--- config.mk ---
export PLATFORM = sky130hd
export DESIGN_NAME = morse_character_encoder_top_flat
export DESIGN_NICKNAME = d
export VERILOG_FILES = /design/src/sv/mce_pkg.sv /design/src/sv/mce_if.sv /design/src/sv/morse_character_encoder_top.sv /design/src/sv/mce_ctrl.sv /design/src/sv/mce_dp.sv /design/src/flat_wrapper.sv
export SDC_FILE = /design/constraint.sdc
export NUM_CORES = 1
export LEC_CHECK = 0
export BUFFER_PORTS_ARGS = -buffer_cell sky130_fd_sc_hd__buf_2
export CAP_MARGIN = 20
export CORE_UTILIZATION = 42
export CTS_CLUSTER_DIAMETER = 120
export DETAILED_ROUTE_END_ITERATION = 6
export GPL_TIMING_DRIVEN = 0
export PLACE_DENSITY = 0.59
export SLEW_MARGIN = 20
export SYNTH_ARGS = -nofsm -noshare
export SYNTH_HDL_FRONTEND = slang
export SYNTH_SLANG_ARGS = --single-unit
export TNS_END_PERCENT = 5
--- constraint.sdc ---
create_clock -name clk_i -period 7.2 [get_ports clk_i]
set_clock_uncertainty 0.15 [all_clocks]
set_input_delay 1.44 -clock clk_i [delete_from_list [all_inputs] [get_ports clk_i]]
set_output_delay 1.44 -clock clk_i [all_outputs]
set_load 0.02 [all_outputs]
--- src/sv/mce_pkg.sv ---
// Package for the Morse character encoder: widths, codes, tables and shared types.
`default_nettype none

package mce_pkg;

  // Payload widths
  localparam int unsigned CharW  = 8;
  localparam int unsigned PinW   = 6;
  localparam int unsigned UnitsW = 2;
  localparam int unsigned CountW = 3;   // up to four symbols per letter
  localparam int unsigned PatW   = 4;   // dot/dash pattern, first symbol in the MSB
  localparam int unsigned IdxW   = 5;   // letter index 0..25

  // Segment lengths in time units
  localparam logic [UnitsW-1:0] DOT_ON_UNITS     = 2'd1;
  localparam logic [UnitsW-1:0] DASH_ON_UNITS    = 2'd3;
  localparam logic [UnitsW-1:0] SYMBOL_OFF_UNITS = 2'd1;
  localparam logic [UnitsW-1:0] SPACE_UNITS      = 2'd1;
  localparam logic [UnitsW-1:0] GAP_UNITS        = 2'd2;

  // ASCII codes
  localparam logic [CharW-1:0] CHAR_UPPER_A = 8'h41;
  localparam logic [CharW-1:0] CHAR_UPPER_Z = 8'h5A;
  localparam logic [CharW-1:0] CHAR_LOWER_A = 8'h61;
  localparam logic [CharW-1:0] CHAR_LOWER_Z = 8'h7A;
  localparam logic [CharW-1:0] CHAR_SPACE   = 8'h20;

  // Controller states
  typedef enum logic [2:0] {
    ST_IDLE,
    ST_SYM_ON,
    ST_SYM_OFF,
    ST_SPACE,
    ST_GAP
  } state_e;

  // Character class
  typedef enum logic [1:0] {
    KIND_LETTER,
    KIND_SPACE,
    KIND_OTHER
  } kind_e;

  // Commands from controller to datapath
  typedef struct packed {
    logic              load;   // capture a new character
    logic              emit;   // write a segment into the output register
    logic              level;
    logic [UnitsW-1:0] units;
    logic              last;
    logic              shift;  // advance to the next symbol
  } ctrl_cmd_t;

  // Status from datapath to controller
  typedef struct packed {
    kind_e in_kind;    // class of the character on the input channel
    logic  last_sym;   // current symbol is the final one of the letter
    logic  dash;       // current symbol is a dash
    logic  slot_free;  // output register can take a segment this cycle
  } dp_status_t;

  // Number of symbols per letter
  function automatic logic [CountW-1:0] sym_count(input logic [IdxW-1:0] idx);
    logic [CountW-1:0] c;
    c = '0;
    unique case (idx)
      5'd0:  c = 3'd2;  5'd1:  c = 3'd4;  5'd2:  c = 3'd4;  5'd3:  c = 3'd3;
      5'd4:  c = 3'd1;  5'd5:  c = 3'd4;  5'd6:  c = 3'd3;  5'd7:  c = 3'd4;
      5'd8:  c = 3'd2;  5'd9:  c = 3'd4;  5'd10: c = 3'd3;  5'd11: c = 3'd4;
      5'd12: c = 3'd2;  5'd13: c = 3'd2;  5'd14: c = 3'd3;  5'd15: c = 3'd4;
      5'd16: c = 3'd4;  5'd17: c = 3'd3;  5'd18: c = 3'd3;  5'd19: c = 3'd1;
      5'd20: c = 3'd3;  5'd21: c = 3'd4;  5'd22: c = 3'd3;  5'd23: c = 3'd4;
      5'd24: c = 3'd4;  5'd25: c = 3'd4;
      default: c = 3'd1;
    endcase
    return c;
  endfunction

  // Dot/dash pattern per letter, right aligned, 1 = dash
  function automatic logic [PatW-1:0] sym_bits(input logic [IdxW-1:0] idx);
    logic [PatW-1:0] b;
    b = '0;
    unique case (idx)
      5'd0:  b = 4'd1;  5'd1:  b = 4'd8;  5'd2:  b = 4'd10; 5'd3:  b = 4'd4;
      5'd4:  b = 4'd0;  5'd5:  b = 4'd2;  5'd6:  b = 4'd6;  5'd7:  b = 4'd0;
      5'd8:  b = 4'd0;  5'd9:  b = 4'd7;  5'd10: b = 4'd5;  5'd11: b = 4'd4;
      5'd12: b = 4'd3;  5'd13: b = 4'd2;  5'd14: b = 4'd7;  5'd15: b = 4'd6;
      5'd16: b = 4'd13; 5'd17: b = 4'd2;  5'd18: b = 4'd0;  5'd19: b = 4'd1;
      5'd20: b = 4'd1;  5'd21: b = 4'd1;  5'd22: b = 4'd3;  5'd23: b = 4'd9;
      5'd24: b = 4'd11; 5'd25: b = 4'd12;
      default: b = 4'd0;
    endcase
    return b;
  endfunction

  // Move the first symbol of a pattern into the MSB
  function automatic logic [PatW-1:0] align_pat(input logic [PatW-1:0] bits,
                                                input logic [CountW-1:0] cnt);
    logic [PatW-1:0] a;
    a = bits;
    unique case (cnt)
      3'd1:    a = {bits[0],   3'b000};
      3'd2:    a = {bits[1:0], 2'b00};
      3'd3:    a = {bits[2:0], 1'b0};
      default: a = bits;
    endcase
    return a;
  endfunction

endpackage

`default_nettype wire

--- src/sv/mce_if.sv ---
// Valid/ready channel interfaces for the character input and the segment output.
`default_nettype none

interface mce_in_if;
  logic                        valid;
  logic                        ready;
  logic [mce_pkg::CharW-1:0]   character;
  logic [mce_pkg::PinW-1:0]    led_pin;

  modport source (output valid, character, led_pin, input ready);
  modport sink   (input valid, character, led_pin, output ready);
endinterface

interface mce_out_if;
  logic                        valid;
  logic                        ready;
  logic [mce_pkg::PinW-1:0]    out_pin;
  logic                        level;
  logic [mce_pkg::UnitsW-1:0]  units;
  logic                        last;

  modport source (output valid, out_pin, level, units, last, input ready);
  modport sink   (input valid, out_pin, level, units, last, output ready);
endinterface

`default_nettype wire

--- src/sv/morse_character_encoder_top.sv ---
// Top level of the Morse character encoder: controller plus datapath.
//
//   channel | dir | transaction                     | payload
//   in_i    | in  | one character to send           | character[7:0], led_pin[5:0]
//   out_o   | out | one timed LED segment           | out_pin[5:0], level, units[1:0], last
//
// A character is accepted in idle, then yields the closing gap alone for a non-letter,
// a space segment and the gap for a space, or an on/off pair per symbol and the gap.
// The controller walks the symbols one segment per cycle into a single output
// register; a stall on out_o holds that register and the walk waits.
// in_i is ready whenever the controller is idle, even while the final segment
// of the previous character still waits in the output register.
// Asynchronous active-low reset returns the controller to idle and empties
// the output register.
`default_nettype none

module morse_character_encoder_top (
  input  wire logic clk_i,
  input  wire logic rst_ni,
  mce_in_if.sink    in_i,
  mce_out_if.source out_o
);

  mce_pkg::ctrl_cmd_t  cmd;
  mce_pkg::dp_status_t status;

  // Controller
  mce_ctrl u_ctrl (
    .clk_i      (clk_i),
    .rst_ni     (rst_ni),
    .in_valid_i (in_i.valid),
    .in_ready_o (in_i.ready),
    .status_i   (status),
    .cmd_o      (cmd)
  );

  // Datapath
  mce_dp u_dp (
    .clk_i       (clk_i),
    .rst_ni      (rst_ni),
    .character_i (in_i.character),
    .led_pin_i   (in_i.led_pin),
    .cmd_i       (cmd),
    .status_o    (status),
    .out_valid_o (out_o.valid),
    .out_ready_i (out_o.ready),
    .out_pin_o   (out_o.out_pin),
    .level_o     (out_o.level),
    .units_o     (out_o.units),
    .last_o      (out_o.last)
  );

endmodule

`default_nettype wire

--- src/sv/mce_ctrl.sv ---
// Controller state machine: walks the symbols of one character and issues segments.
`default_nettype none

module mce_ctrl (
  input  wire logic                clk_i,
  input  wire logic                rst_ni,
  input  wire logic                in_valid_i,
  output logic                     in_ready_o,
  input  wire mce_pkg::dp_status_t status_i,
  output mce_pkg::ctrl_cmd_t       cmd_o
);

  mce_pkg::state_e state_q, state_d;

  // State register
  always_ff @(posedge clk_i or negedge rst_ni) begin
    if (!rst_ni) begin
      state_q <= mce_pkg::ST_IDLE;
    end else begin
      state_q <= state_d;
    end
  end

  // Next state and commands
  always_comb begin
    state_d    = state_q;
    in_ready_o = 1'b0;
    cmd_o      = '0;
    unique case (state_q)
      mce_pkg::ST_IDLE: begin
        in_ready_o = 1'b1;
        if (in_valid_i) begin
          cmd_o.load = 1'b1;
          unique case (status_i.in_kind)
            mce_pkg::KIND_LETTER: state_d = mce_pkg::ST_SYM_ON;
            mce_pkg::KIND_SPACE:  state_d = mce_pkg::ST_SPACE;
            default:              state_d = mce_pkg::ST_GAP;
          endcase
        end
      end
      mce_pkg::ST_SYM_ON: begin
        cmd_o.level = 1'b1;
        cmd_o.units = status_i.dash ? mce_pkg::DASH_ON_UNITS : mce_pkg::DOT_ON_UNITS;
        if (status_i.slot_free) begin
          cmd_o.emit = 1'b1;
          state_d    = mce_pkg::ST_SYM_OFF;
        end
      end
      mce_pkg::ST_SYM_OFF: begin
        cmd_o.units = mce_pkg::SYMBOL_OFF_UNITS;
        if (status_i.slot_free) begin
          cmd_o.emit  = 1'b1;
          cmd_o.shift = 1'b1;
          state_d     = status_i.last_sym ? mce_pkg::ST_GAP : mce_pkg::ST_SYM_ON;
        end
      end
      mce_pkg::ST_SPACE: begin
        cmd_o.units = mce_pkg::SPACE_UNITS;
        if (status_i.slot_free) begin
          cmd_o.emit = 1'b1;
          state_d    = mce_pkg::ST_GAP;
        end
      end
      mce_pkg::ST_GAP: begin
        cmd_o.units = mce_pkg::GAP_UNITS;
        cmd_o.last  = 1'b1;
        if (status_i.slot_free) begin
          cmd_o.emit = 1'b1;
          state_d    = mce_pkg::ST_IDLE;
        end
      end
      default: begin
        state_d = mce_pkg::ST_IDLE;
      end
    endcase
  end

endmodule

`default_nettype wire

--- src/sv/mce_dp.sv ---
// Datapath: character lookup, symbol shift register and the output register.
`default_nettype none

module mce_dp (
  input  wire logic                          clk_i,
  input  wire logic                          rst_ni,
  input  wire logic [mce_pkg::CharW-1:0]     character_i,
  input  wire logic [mce_pkg::PinW-1:0]      led_pin_i,
  input  wire mce_pkg::ctrl_cmd_t            cmd_i,
  output mce_pkg::dp_status_t                status_o,
  output logic                               out_valid_o,
  input  wire logic                          out_ready_i,
  output logic [mce_pkg::PinW-1:0]           out_pin_o,
  output logic                               level_o,
  output logic [mce_pkg::UnitsW-1:0]         units_o,
  output logic                               last_o
);

  logic                          is_upper, is_lower;
  logic [mce_pkg::CharW-1:0]     ofs;
  logic [mce_pkg::IdxW-1:0]      idx;
  logic [mce_pkg::CountW-1:0]    cnt_in;

  logic [mce_pkg::PinW-1:0]      pin_q;
  logic [mce_pkg::PatW-1:0]      pat_q;
  logic [mce_pkg::CountW-1:0]    cnt_q;
  logic                          out_valid_q, out_valid_d;
  logic [mce_pkg::PinW-1:0]      out_pin_q;
  logic                          level_q;
  logic [mce_pkg::UnitsW-1:0]    units_q;
  logic                          last_q;

  // Classify the incoming character and form the letter index
  assign is_upper = (character_i >= mce_pkg::CHAR_UPPER_A) &&
                    (character_i <= mce_pkg::CHAR_UPPER_Z);
  assign is_lower = (character_i >= mce_pkg::CHAR_LOWER_A) &&
                    (character_i <= mce_pkg::CHAR_LOWER_Z);
  assign ofs      = is_upper ? (character_i - mce_pkg::CHAR_UPPER_A)
                             : (character_i - mce_pkg::CHAR_LOWER_A);
  assign idx      = ofs[mce_pkg::IdxW-1:0];
  assign cnt_in   = mce_pkg::sym_count(idx);

  // Status toward the controller
  always_comb begin
    status_o.last_sym  = (cnt_q == mce_pkg::CountW'(1));
    status_o.dash      = pat_q[mce_pkg::PatW-1];
    status_o.slot_free = !out_valid_q || out_ready_i;
    if (is_upper || is_lower) begin
      status_o.in_kind = mce_pkg::KIND_LETTER;
    end else if (character_i == mce_pkg::CHAR_SPACE) begin
      status_o.in_kind = mce_pkg::KIND_SPACE;
    end else begin
      status_o.in_kind = mce_pkg::KIND_OTHER;
    end
  end

  // Character registers: pin, pattern and remaining symbol count
  always_ff @(posedge clk_i) begin
    if (cmd_i.load) begin
      pin_q <= led_pin_i;
      pat_q <= mce_pkg::align_pat(mce_pkg::sym_bits(idx), cnt_in);
      cnt_q <= cnt_in;
    end else if (cmd_i.shift) begin
      pat_q <= {pat_q[mce_pkg::PatW-2:0], 1'b0};
      cnt_q <= cnt_q - mce_pkg::CountW'(1);
    end
  end

  // Output valid flag
  always_comb begin
    if (cmd_i.emit) begin
      out_valid_d = 1'b1;
    end else if (out_ready_i) begin
      out_valid_d = 1'b0;
    end else begin
      out_valid_d = out_valid_q;
    end
  end

  always_ff @(posedge clk_i or negedge rst_ni) begin
    if (!rst_ni) begin
      out_valid_q <= 1'b0;
    end else begin
      out_valid_q <= out_valid_d;
    end
  end

  // Output payload register
  always_ff @(posedge clk_i) begin
    if (cmd_i.emit) begin
      out_pin_q <= pin_q;
      level_q   <= cmd_i.level;
      units_q   <= cmd_i.units;
      last_q    <= cmd_i.last;
    end
  end

  assign out_valid_o = out_valid_q;
  assign out_pin_o   = out_pin_q;
  assign level_o     = level_q;
  assign units_o     = units_q;
  assign last_o      = last_q;

endmodule

`default_nettype wire

--- src/flat_wrapper.sv ---
// flat-port wrapper written by rule: the top's interface ports become plain ports
module morse_character_encoder_top_flat 
  (clk_i, rst_ni, in_i_valid, in_i_character, in_i_led_pin, in_i_ready, out_o_valid, out_o_out_pin, out_o_level, out_o_units, out_o_last, out_o_ready);
  mce_in_if in_i_i ();
  mce_out_if out_o_i ();
  input  wire logic clk_i;
  input  wire logic rst_ni;
  input wire logic [$bits(in_i_i.valid)-1:0] in_i_valid;
  input wire logic [$bits(in_i_i.character)-1:0] in_i_character;
  input wire logic [$bits(in_i_i.led_pin)-1:0] in_i_led_pin;
  output wire logic [$bits(in_i_i.ready)-1:0] in_i_ready;
  output wire logic [$bits(out_o_i.valid)-1:0] out_o_valid;
  output wire logic [$bits(out_o_i.out_pin)-1:0] out_o_out_pin;
  output wire logic [$bits(out_o_i.level)-1:0] out_o_level;
  output wire logic [$bits(out_o_i.units)-1:0] out_o_units;
  output wire logic [$bits(out_o_i.last)-1:0] out_o_last;
  input wire logic [$bits(out_o_i.ready)-1:0] out_o_ready;
  assign in_i_i.valid = in_i_valid;
  assign in_i_i.character = in_i_character;
  assign in_i_i.led_pin = in_i_led_pin;
  assign in_i_ready = in_i_i.ready;
  assign out_o_valid = out_o_i.valid;
  assign out_o_out_pin = out_o_i.out_pin;
  assign out_o_level = out_o_i.level;
  assign out_o_units = out_o_i.units;
  assign out_o_last = out_o_i.last;
  assign out_o_i.ready = out_o_ready;
  morse_character_encoder_top u_core (.clk_i(clk_i), .rst_ni(rst_ni), .in_i(in_i_i), .out_o(out_o_i));
endmodule
==> impl_summary.txt, run 1 <==
----------------------------------------------------
[Power]
  Switching power share of the total ... 38.2%
  IR Drop Worst-Case VDD ... 0.0000943 V
  Net switching power ... 241 uW
  Leak pwr ... 0.000907 uW
  Sequential cell fraction of total power ... 42.5%
  Portion of total power attributed to the clock network ... 13.7%
  Proportion of power drawn by combinational gates ... 43.9%
  Overall Power ... 631 uW
  Power density relative to cell area ... 268 nW/um^2
  P_int ... 390 uW

[STA]
  Unrepaired setup endpoints after global routing ... false
  PnR worst setup slack ... 2.82 ns
  Tcrit/Tclk final ... 60.8%
  Number of endpoints with negative hold slack in the final report ... 0
  Endpoints failing setup ... 0
  Max-slew violation total from the final report ... 0
  Setup TNS ... 0 ns
  Post-layout minimum cycle time ... 4.38 ns
  Hold_ws ... 0.276 ns
  Highest Clock Rate ... 228 MHz
  Worst slew margin relative to its limit ... 49.5%
  Actual transition at the worst max-transition pin ... 0.748 ns

[CTS]
  Post-CTS Resized ... 0
  H-tree depth ... 1
  TritonCTS Sinks ... 27
  Maximum clock insertion buffer count ... 2
  Number of buffers created by CTS ... 3
  Clock edge transition at the registers on the reported setup and hold paths ... 0.09 ns
  Clock latency reported for the late side of the worst-skew pair ... 0.27 ns
  Post CTS Setup Buffer Count ... 0
  Clock root cell ... sky130_fd_sc_hd__clkbuf_8
  Number of buffers inserted for hold repair after clock tree synthesis ... 0
  TritonCTS clock tree ... done

[Yosys]
  Cell type with the largest total area after synthesis ... sky130_fd_sc_hd__edfxtp_1
  Top cells by area, synth ... sky130_fd_sc_hd__edfxtp_1 (33%), sky130_fd_sc_hd__ha_1 (5.4%), sky130_fd_sc_hd__dfrtp_1 (4.8%)
  Post-synthesis instance total ... 213
  Sequential-to-total area share from yosys stat ... 38.1%
  Netlist area before placement ... 2080 sq um
  Syn avg cell area ... 9.75 sq um
  Ys async rst share ... 14.8%
  Total of warnings raised by yosys ... 0
  Flip-flop and latch count after synthesis ... 27
  EDFF count, synth ... 23
  Net count after synthesis ... 240
  Count of cell types in the netlist ... 64
  Primary flip-flop cell chosen by synthesis mapping ... sky130_fd_sc_hd__edfxtp_1
  Share of the synthesized area in the top cell type ... 33.3%

[Floorplanning]
  Die ar. ... 5230 sq um
  # rows ... 25
  Area inside the core boundary ... 4750 sq um
  I/O pin count ... 30
  Starting density of the core ... 43.7%
  DIE HEIGHT ... 72.3 um
  Chip width ... 72.3 um

[Cells and area]
  Utilization of the core after routing ... 49.6%
  Most used cells in the layout excluding fill and tap cells ... sky130_fd_sc_hd__buf_2 (36), sky130_fd_sc_hd__edfxtp_1 (23), sky130_fd_sc_hd__nor2_1 (20)
  Most frequent standard cell in the layout excluding fill and tap cells ... sky130_fd_sc_hd__buf_2
  Proportion of layout cells with a drive suffix above 1 ... 22.8%
  Final #Nets ... 274
  Area Growth Syn to Fin ... 13.7%
  Diodes inserted ... 0

[Worst setup path]
  Startpoint types ... primary input
  Type of the setup path with the least slack ... in -> reg
  Data required time at the worst endpoint ... 7.18 ns
  Arrival time of the worst setup path ... 4.36 ns
  Crit Path Max Fanout ... 10
  Reg-to-reg startpoint ... u_core.u_ctrl.state_q[1]
  Crit path capture type ... flip-flop
  Critical path startpoint ... in_i_character[0]

[Placement]
  Pre-CTS setup slack ... 2.55 ns
  Gp weighted congestion ... 0.906
  Buffers added on ports ... 28
  Final HPWL from detailed placement ... 3.33 mm

[Worst hold path]
  Origin of the worst min-delay path ... u_core.u_dp.pin_q[0]
  Hold crit path type ... reg -> reg

[Drt]
  Average wire length per cell after detail routing ... 14.1 um
  Wire length after detailed routing ... 4.42 mm
  Remaining DRCs ... 0
  First drt pass iteration count ... 4
  Via density per instance ... 5.51
  Initial DRC count ... 99
  Detail Route Antenna Nets ... 0
  Via Count ... 1724

[Outcome]
  Outcome ... finished clean

[GRT]
  Global-route wire length before repair ... 7.51 mm
  Number of antenna violations at the first check in global routing ... 0
  Vias in the first global route ... 1627
  Global route overflow ... 0
  Largest net degree at the start of global routing ... 17
  All-layer global routing usage ... 18.1%

[Run]
  Max Cap Viol ... 0

----------------------------------------------------
==> power by group through the flow <==
stage	logic [uW]	registers, uW	clock network, uW
6_report	277	268	86.3
5_1_grt	307	275	94.9
4_1_cts	279	269	89.1
3_5_place_dp	278	273	0
3_3_place_gp	273	272	0
2_1_floorplan	163	311	0
==> cells by family after synthesis <==
family	synth area share, %
XOR/XNOR	3.86
adder cells (fa/ha/maj)	5.43
AND/OR/NAND/NOR	18.1
buffers and inverters	5.48
multiplexers	4.76
flip-flops	38.1
AO/OA/AOI/OAI	24.2
==> flip-flops by register name (all words and copies together) (netlist names) <==
signal and count:
u_core.u_dp.out_pin_o 6, u_core.u_dp.pat_q 4, u_core.u_dp.pin_q 6, u_core.u_dp.level_o 1, u_core.u_dp.units_o 2, u_core.u_dp.cnt_q 3
u_core.u_dp.out_valid_o 1, u_core.u_dp.last_o 1, u_core.u_ctrl.state_q 3
==> per-stage QoR <==
step,std cells,area (sq um)
floorplan,213,2080
global placement,308,2300
detailed placement,309,2310
CTS,313,2360
global route,313,2360
finish,313,2360
==> worst max-delay path, cell delays in order <==
cell                       delay, ns
sky130_fd_sc_hd__buf_2          0.19
sky130_fd_sc_hd__buf_2          0.25
sky130_fd_sc_hd__inv_2          0.12
sky130_fd_sc_hd__ha_1           0.25
sky130_fd_sc_hd__xnor2_1        0.51
sky130_fd_sc_hd__mux2_2         0.42
sky130_fd_sc_hd__o311ai_0       0.64
sky130_fd_sc_hd__nand2b_1       0.12
sky130_fd_sc_hd__o32a_1         0.31
sky130_fd_sc_hd__o21ai_1        0.12
==> per-layer routing <==
metal	GRT usage (%)	vias up	routed length, um
li1	-	866	-
met3	1.25	7	175
met1	23.4	805	2010
met5	0	-	0
met4	6.32	0	65
met2	31.9	46	2170
==> cell usage after synthesis (all sizes together), types with 3 or more instances <==
cell type,count
inv,11
xnor2,4
o22ai,3
o221ai,3
buf,9
edfxtp,23
nor3b,4
dfrtp,4
nor2b,3
xor2,3
o211ai,4
ha,9
o21ai,14
a21oi,14
nand2,11
nor2,20
mux2,5
clkbuf,6
nor3,4
nand2b,14
==> area by class of cell <==
cell class              count  area [sq um]
fillers                   484          2390
multi-input cells         160          1180
flip-flops and latches     27           791
repair buffers             29           145
well taps                  67          83.8
plain buffers              15          72.6
clock buffers               3          41.3
inverters                  11          41.3
clock inverters             1          7.51
==> path summary, 6_finish.rpt <==
check,end,slack (ns),cells after the start
min,u_core.u_dp.out_pin_o[0],0.28,0
max,u_core.u_dp.pat_q[1],2.82,10
min in group asynchronous,u_core.u_dp.out_valid_o,0.80,1
max in group asynchronous,u_core.u_ctrl.state_q[0],5.98,1
min reg2reg,u_core.u_dp.out_pin_o[0],0.28,0
max reg2reg,u_core.u_dp.last_o,5.09,4
Note: power is estimated with default switching activity, not from simulation.
==> inputs of run 2 (changes only) <==
--- a/config.mk
+++ b/config.mk
@@ -11,7 +11,7 @@
 export CTS_CLUSTER_DIAMETER = 120
 export DETAILED_ROUTE_END_ITERATION = 6
 export GPL_TIMING_DRIVEN = 0
-export PLACE_DENSITY = 0.59
+export PLACE_DENSITY = 0.61
 export SLEW_MARGIN = 20
 export SYNTH_ARGS = -nofsm -noshare
 export SYNTH_HDL_FRONTEND = slang
==> constraint.sdc (replaced) <==
create_clock -name clk_i -period 3.94 [get_ports clk_i]
set_clock_uncertainty 0.15 [all_clocks]
set_input_delay 0.788 -clock clk_i [delete_from_list [all_inputs] [get_ports clk_i]]
set_output_delay 0.788 -clock clk_i [all_outputs]
set_load 0.02 [all_outputs]
==> run 2 against run 1 <==
  * Register-to-register slack got worse by 3.3 ns
  * Clock power increased by 77%
  * Flip-flop and latch count unchanged
  * Cell area decreased by 0.11%
  * Die area unchanged
  * Core utilization decreased by 0.053 points
  * Count of clock-buffer cells in the layout unchanged
  * Critical endpoint unchanged
==> impl_summary.txt, run 2 (synthesis gave the netlist of run 1 again) <==
----------------------------------------------------
[Cells and area]
  Diodes inserted ... 0
  Most used cells in the layout excluding fill and tap cells ... sky130_fd_sc_hd__buf_2 (36), sky130_fd_sc_hd__edfxtp_1 (23), sky130_fd_sc_hd__nor2_1 (20)
  Proportion of layout cells with a drive suffix above 1 ... 22.8%
  Final #Nets ... 274
  Most frequent standard cell in the layout excluding fill and tap cells ... sky130_fd_sc_hd__buf_2
  Register cell area after layout ... 791 sq um
  Post-route cell area ... 2360 sq um
  Area occupied by multi-input gates ... 1180 sq um
  Area Growth Syn to Fin ... 13.6%
  Number of fill cells ... 490

[Worst setup path]
  Data required time at the worst endpoint ... 3.80 ns
  Crit path capture type ... flip-flop
  Cell with the biggest individual delay on the critical path ... sky130_fd_sc_hd__xnor2_1
  Type of the setup path with the least slack ... in -> reg
  Highest cell delay on the worst timing path ... 0.48 ns
  Arrival time of the worst setup path ... 3.44 ns
  Crit Path Max Fanout ... 10
  Critical-path cell list ... buf_2 > buf_2 > inv_2 > ha_1 > xnor2_1 > mux2_2 > mux2i_1 > a32oi_4 > a21oi_1 > o32a_1 > o21ai_1
  Crit path buf inv count ... 3
  Startpoint types ... primary input
  Cell with the most instances on the worst path ... sky130_fd_sc_hd__buf_2
  Cell family with most CP delay ... compound AO/OA/AOI/OAI gates

[Drt]
  Initial DRC count ... 78
  Wire length after detailed routing ... 4.51 mm
  Average wire length per cell after detail routing ... 14.4 um
  First drt pass iteration count ... 4
  Remaining DRCs ... 0
  Via density per instance ... 5.59
  Via Count ... 1750
  Detail Route Antenna Nets ... 0

[Worst hold path]
  Hold crit path type ... in -> async

[CTS]
  Clock edge transition at the registers on the reported setup and hold paths ... 0.09 ns
  TritonCTS Sinks ... 27
  Clock latency reported for the late side of the worst-skew pair ... 0.27 ns
  Number of buffers inserted for hold repair after clock tree synthesis ... 0
  Maximum clock insertion buffer count ... 2
  Number of buffers created by CTS ... 3
  Clock root cell ... sky130_fd_sc_hd__clkbuf_8
  H-tree depth ... 1
  TritonCTS clock tree ... done
  Post CTS Setup Buffer Count ... 0

[STA]
  Number of endpoints with negative hold slack in the final report ... 0
  Hold_ws ... 0.149 ns
  Highest Clock Rate ... 279 MHz
  PnR worst setup slack ... 0.361 ns
  Endpoints failing setup ... 0
  Unrepaired setup endpoints after global routing ... false
  Actual transition at the worst max-transition pin ... 0.813 ns
  Worst slew margin relative to its limit ... 45.6%
  Max-slew violation total from the final report ... 0
  Tcrit/Tclk final ... 90.8%
  Post-layout minimum cycle time ... 3.58 ns
  Setup TNS ... 0 ns

[Power]
  Net switching power ... 441 uW
  Power density relative to cell area ... 489 nW/um^2
  Portion of total power attributed to the clock network ... 13.3%
  Switching power share of the total ... 38.2%
  IR Drop Worst-Case VDD ... 0.000225 V
  Overall Power ... 1150 uW
  Proportion of power drawn by combinational gates ... 44.1%
  Sequential cell fraction of total power ... 42.6%
  Leak pwr ... 0.000911 uW
  P_int ... 712 uW

[GRT]
  Global-route wire length before repair ... 7.43 mm
  Largest net degree at the start of global routing ... 16
  All-layer global routing usage ... 18.1%
  Vias in the first global route ... 1596
  Global route overflow ... 0
  Number of antenna violations at the first check in global routing ... 0

[Placement]
  Buffers added on ports ... 28
  Placed Area ... 2310 sq um
  Pre-CTS setup slack ... -0.0373 ns
  Final HPWL from detailed placement ... 3.40 mm
  Gp weighted congestion ... 0.875

[Floorplanning]
  I/O pin count ... 30
  Starting density of the core ... 43.7%
  DIE HEIGHT ... 72.3 um
  # rows ... 25
  Die ar. ... 5230 sq um
  Area inside the core boundary ... 4750 sq um
  Chip width ... 72.3 um

[Outcome]
  Outcome ... finished clean

[Run]
  Max Cap Viol ... 0

----------------------------------------------------
run 2: changes by cell type in the layout (fill, tap and decap cells not counted):
| cell | delta |
|---|---|
| sky130_fd_sc_hd__clkinv_2 | +1 |
| sky130_fd_sc_hd__clkinvlp_4 | -1 |
| sky130_fd_sc_hd__o311ai_0 | -1 |
| sky130_fd_sc_hd__o311ai_1 | +1 |
run 2: final timing paths:
path                                           from                  endpoint  slack, ns  cells after the start
setup / recovery                  in_i_character[0]      u_core.u_dp.pat_q[1]       0.36                     11
hold reg to reg                u_core.u_dp.pin_q[1]  u_core.u_dp.out_pin_o[1]       0.27                      0
hold / removal                               rst_ni  u_core.u_ctrl.state_q[0]       0.15                      1
setup reg to reg           u_core.u_ctrl.state_q[1]  u_core.u_dp.out_pin_o[2]       1.75                      4
min in group clk_i             u_core.u_dp.pin_q[1]  u_core.u_dp.out_pin_o[1]       0.27                      0
max in group asynchronous                    rst_ni  u_core.u_ctrl.state_q[2]       3.38                      1
run 2: what timing repair did:
| action | CTS | global route |
|---|---|---|
| gates resized for setup | 0 | 1 |
| setup endpoints to repair | 0 | 3 |
| hold endpoints to repair | 0 | 0 |
run 2: routing by layer:
metal | routed length [um] | up-vias | global-route usage (%) | part of all wire [%]
met2 | 2210 | 52 | 30.6 | 49
met5 | 0 | - | 0 | 0
li1 | - | 862 | - | -
met1 | 2030 | 832 | 23.9 | 45
met3 | 223 | 4 | 2.64 | 4.9
met4 | 52 | 0 | 5.45 | 1.2
run 2: power by group through the flow:
stage / Clock, uW / Combinational (uW) / Sequential, uW
global route: 170 / 565 / 501
detailed placement: 0 / 512 / 500
floorplan: 0 / 297 / 568
CTS: 160 / 514 / 493
finish: 153 / 509 / 491
global placement: 0 / 501 / 498
run 2: worst register-to-register path, delay by kind of cell, from the launching register on:
family	cells	cell delay [ns]
and+or+nand+nor	2	0.81
buffers and inverters	1	0.34
DFF	1	0.33
xor gates and xnor gates	1	0.18
run 2: layout make-up:
| cell class | count | share of cell area, % |
|---|---|---|
| tap | 67 | 3.56 |
| timing repair buffer | 29 | 6.16 |
| buffer | 15 | 3.08 |
| clock inverter | 1 | 0.212 |
| sequential | 27 | 33.5 |
| inverter | 11 | 1.75 |
| clock buffer | 3 | 1.75 |
| multi-input combinational | 160 | 49.9 |
run 2: metrics by stage:
stage | std cells | utilization [%]
after floorplan | 213 | -
after global placement | 308 | 48.4
after detailed placement | 309 | 48.6
after CTS | 313 | 49.6
after global routing | 313 | 49.6
final | 313 | 49.6
